==> config.mk <==
export PLATFORM = sky130hd
export DESIGN_NAME = ccs_ram
export DESIGN_NICKNAME = d
export VERILOG_FILES = /design/src/design/ccs_ram.sv
export SDC_FILE = /design/constraint.sdc
export NUM_CORES = 2
export LEC_CHECK = 0
export BUFFER_PORTS_ARGS = -buffer_cell sky130_fd_sc_hd__buf_2
export CAP_MARGIN = 20
export CORE_UTILIZATION = 30
export CTS_CLUSTER_SIZE = 12
export DETAILED_ROUTE_END_ITERATION = 8
export REMOVE_ABC_BUFFERS = 1
export SLEW_MARGIN = 20
export SYNTH_ARGS = -nofsm -noshare
export SYNTH_HDL_FRONTEND = slang
export SYNTH_SLANG_ARGS = --single-unit
==> constraint.sdc <==
create_clock -name i_clk -period 4.4 [get_ports i_clk]
set_input_delay 0.66 -clock i_clk [delete_from_list [all_inputs] [get_ports i_clk]]
set_output_delay 0.66 -clock i_clk [all_outputs]
set_load 0.005 [all_outputs]
==> src/design/ccs_ram.sv <==
// Generic single-write, single-read synchronous RAM with registered read data.
`timescale 1ns / 1ps

module ccs_ram #(
    parameter int WIDTH = 32,
    parameter int DEPTH = 64
) (
    input  logic                     i_clk,
    input  logic                     i_we,
    input  logic [$clog2(DEPTH)-1:0] i_waddr,
    input  logic [WIDTH-1:0]         i_wdata,
    input  logic [$clog2(DEPTH)-1:0] i_raddr,
    output logic [WIDTH-1:0]         o_rdata
);

    logic [WIDTH-1:0] r_mem [DEPTH];
    logic [WIDTH-1:0] r_rdata;

    always_ff @(posedge i_clk) begin
        if (i_we) begin
            r_mem[i_waddr] <= i_wdata;
        end
        r_rdata <= r_mem[i_raddr];
    end

    assign o_rdata = r_rdata;

endmodule

## Yosys cells after proc, flatten, opt, wreduce, memory -nomap -nowiden

Memory sizes are Yosys's and may differ from the RTL's. A register that Yosys moved wholly into a read port is not among the register bits.
Index checks and enable logic that the tools add are counted.

| word-level totals | value |
|---|---|
| memories kept | 1 |
| bits in writable memories | 2,048 |
| register bits | 0 |
| bits of input ports | 46 |
| output and inout port bits | 32 |

| operators by class | value |
|---|---|
| multiplexer cells | 2 |

Memory list:

| name | depth | width | read ports | clocked after Yosys merged registers in | wr ports | RTL line | RTL |
|---|---|---|---|---|---|---|---|
| r_mem | 64 | 32 | 1 | 1 | 1 | 16 | `logic [WIDTH-1:0] r_mem [DEPTH];` |

Operator list:

| cell | number |
|---|---|
| 1-bit two-way mux | 2 |

## Logic depth before layout (Yosys ltp)

| depth | value |
|---|---|
| depth in word-level cells | 2 |
| gate-level depth with buffers | 10 |

## Worst setup path after synthesis

Ideal clock, no wire load.

| path | value |
|---|---|
| kind | input to register |
| start | input i_waddr[3] |
| end | memory r_mem[48][0], enable pin |
| slack | 0.580 ns |
| buffers on the path | 1 |
| data required time | 3.939 ns |
| data arrival time | 3.359 ns |
| setup time | 0.461 ns |
| stages on the path | 4 |
| cells stage by stage | clkbuf_1 nor2b_1 nand4b_1 nor3_1 |

RTL lines:

| item | RTL line | RTL |
|---|---|---|
| from (decl) | 10 | `input logic [$clog2(DEPTH)-1:0] i_waddr,` |
| to (decl) | 16 |  |

No word-level cell before the write port.

==> flow_metrics.tcl <==
set metrics [dict create \
    run_status "finished, final reports clean" \
    fin_area_um2 90710 \
    wire_length_of_the_first_global_routing_pass_um 289800 \
    grt_setup_unrepaired "false" \
    yosys_warnings 0 \
    hold_slack_ns 0.2853 \
    fin_worst_skew_ns 0.04496 \
    cts_max_level 4 \
    critical_path.slowest_cell "sky130_fd_sc_hd__o22ai_1" \
    fin_nets 3668 \
    post_synth_main_area_contributors "sky130_fd_sc_hd__edfxtp_1 78%, sky130_fd_sc_hd__mux4_2 16%, sky130_fd_sc_hd__mux2i_1 1.2%" \
    cts_resized 0 \
    placed_cells_incl_taps 6916 \
    synth-compound-area-share_pct 1.673 \
    synthArstFlopShare_pct 0 \
    synth.yosys.seq_area_share_pct 79.14 \
    cts_tree "yes" \
    grt_usage_pct 15.47 \
    cap_violations 0 \
    post_cts.repair.setup_buffers 0 \
    worst_path_largest_cell_delay_ns 0.91 \
    hold_path_depth 1 \
    final_setup_violations 0 \
    leakage_nw 27.65 \
    grt_remaining_overflow 0 \
    postCtsHoldBufs 0 \
    count_of_unique_library_cells_instantiated_by_yosys 34 \
    numCtsBuffers 200 \
    power_density_nw_per_um2 443.2 \
    timing.setup.tns_ns 0 \
    mappedNetlistArea_um2 78520 \
    worstRegToRegCells 4 \
    p_seq_share_pct 54.8 \
    final_cell_count_no_fill 7287 \
    critPathMostFrequentCell "sky130_fd_sc_hd__mux4_2" \
    die-area_um2 263800 \
    post-route-period-util_pct 77.42 \
    sequential_cell_area_um2 62140 \
    clk_pin_slew_worst_paths_ns 0.06 \
    power_frac_clock_pct 40.1 \
    intPower_mw 31.61 \
    dr_total_vias 37150 \
    syn-mean-instance-area_um2 23.62 \
    detailedRoute.firstPassIterationCount 5 \
    critical_path.startpoint_type "input port" \
    gp_congestion 0.7699 \
    final_max_slew_viol_count 0 \
    max-slew-margin-rel_pct 23.09 \
    final.min_clock_period_ns 3.406 \
    worst-setup-path-type "input port to flip-flop" \
    insertion_delay_ns 0.83 \
    antenna_found_initial 33 \
    cts_max_path_buffers 3 \
    end_kind "flip-flop" \
    yosys.area_share.adder_pct 0 \
    p_sw_mw 8.595 \
    final_core_util_pct 34.90 \
    total_half_perimeter_wirelength_after_legalization_and_detailed_placement_um 117800 \
    post_drt_wl_per_cell_um 28.34 \
    post-synth-top-count-cell "sky130_fd_sc_hd__edfxtp_1" \
    drcViolationCount 0 \
    wl_um 206500 \
    synth_flop_cell "sky130_fd_sc_hd__edfxtp_1" \
    critical_path.max_fanout 39 \
    largest_family_of_logic_cells_by_synthesized_area "multiplexers" \
    rows 187 \
    clockRootBuffer "sky130_fd_sc_hd__clkbuf_16" \
    combinational_share_of_power_pct 5.1 \
    cts_num_sinks 2080 \
    layout.filler_cells 23800 \
    report.final.hold_viol_count 0 \
    port-buffer-count 77 \
    yosysTopAreaCellShare_pct 78.33 \
    first_global_vias 37890 \
    min-delay-path-class "input port to flip-flop" \
    drive_gt1_share_pct 29.75 \
    drt_first_iter_violations 4461 \
    synth-edff-count 2048 \
    floorplan.core_area_um2 259900 \
    dieWidth_um 513.6 \
    chain_of_cells_forming_the_critical_path "buf_8 > buf_12 > buf_4 > mux4_2 > mux4_2 > o22ai_1 > nor2_1" \
    antenna_violating_nets_post_route 0 \
    placedInstanceArea_um2 84680 \
    vdd_drop_max_uv 338.1 \
    crit_required_ns 5.06 \
    ios 78 \
    layout-area-overhead-vs-synth_pct 15.53 \
    maxClockFrequency_ghz 0.2936 \
    netlist.top_cell.by_area "sky130_fd_sc_hd__edfxtp_1" \
    max_slew.worst_pin.slew_ns 1.154 \
    ys_top_cells_by_count "2048 x sky130_fd_sc_hd__edfxtp_1, 544 x sky130_fd_sc_hd__mux4_2, 137 x sky130_fd_sc_hd__nor2_1" \
    floorplan.initialDensity_pct 30.20 \
    simple_gate_portion_of_the_synthesized_area_pct 1.265 \
    crit_arrival_ns 4.07 \
    yosys-mux-area-fraction_pct 16.79 \
    grt_start_max_net_pins 65 \
    die_height_um 513.6 \
    vias_per_cell 5.098 \
    syn_inst 3324 \
    multiInputGateArea_um2 15970 \
    post_synth_xor_area_fraction_pct 0 \
    yosys_register_bits 2080 \
    p_sw_share_pct 21.38 \
]
placed cells by master (no fill, tap or decap), types with 32 or more instances in the layout:
cell type,n
sky130_fd_sc_hd__edfxtp_1,2048
sky130_fd_sc_hd__clkbuf_1,126
sky130_fd_sc_hd__clkbuf_16,200
sky130_fd_sc_hd__buf_2,61
sky130_fd_sc_hd__nor2_4,62
sky130_fd_sc_hd__buf_4,192
sky130_fd_sc_hd__nor2_1,75
sky130_fd_sc_hd__mux2i_1,93
sky130_fd_sc_hd__dfxtp_1,32
sky130_fd_sc_hd__a21oi_1,62
sky130_fd_sc_hd__o22ai_1,84
sky130_fd_sc_hd__mux4_2,544
registers in the layout (all words and copies together), names as in the netlist:
| register | flops |
|---|---|
| r_mem | 2048 |
| o_rdata | 32 |
cell type report:
class	instances	share of cell area, %
clock buffers	336	6.190
multi-input cells	1062	17.60
flip-flops and latches	2080	68.50
clock inverters	26	0.4055
well taps	3496	4.822
repair buffers	278	2.451
diodes	9	0.02483
through the flow:
stage	power (mW)	worst slack [ns]
floorplan	23.21	0.7323
global placement	24.51	0.1464
detailed placement	24.54	0.1970
CTS	40.51	1.086
global route	41.32	0.9053
finish	40.21	0.9936
worst max-delay path, delay by kind of cell:
| kind | cells | cell delay (ns) |
|---|---|---|
| buffers and inverters | 3 | 1.18 |
| multiplexers | 2 | 1.10 |
| AO/OA/AOI/OAI | 1 | 0.91 |
| AND/OR/NAND/NOR | 1 | 0.12 |
path summary, 6_finish.rpt:
| kind | from | to | slack [ns] |
|---|---|---|---|
| worst min-delay path | i_wdata[0] | r_mem[53][0] | 0.29 |
| worst max register to register | r_mem[63][23] | o_rdata[23] | 1.76 |
| worst max-delay path | i_raddr[0] | o_rdata[23] | 0.99 |
| worst min register to register | r_mem[12][20] | o_rdata[20] | 0.74 |
power groups by stage:
| stage | logic (mW) | clock network [mW] | registers (mW) |
|---|---|---|---|
| 2_1_floorplan | 0.812 | 0 | 22.4 |
| 3_3_place_gp | 2.04 | 0 | 22.5 |
| 3_5_place_dp | 2.06 | 0 | 22.5 |
| 4_1_cts | 2.07 | 16.4 | 22.1 |
| 5_1_grt | 2.17 | 17.1 | 22.1 |
| 6_report | 2.05 | 16.1 | 22.0 |
metal layers:
layer,track usage (%),wire [um]
met5,0,32
met4,3.928,4062
met3,3.321,17250
met2,24.83,99250
met1,21.31,85910
kinds of logic (layout without fill, tap and decap cells):
| logic type | count (synthesis) | count (layout) |
|---|---|---|
| AO/OA/AOI/OAI | 202 | 202 |
| multiplexers | 637 | 637 |
| AND/OR/NAND/NOR | 223 | 223 |
| buffers and inverters | 182 | 640 |
| flip-flops | 2080 | 2080 |
| other | 0 | 9 |
No activity file was read; power rests on OpenSTA's default activity.
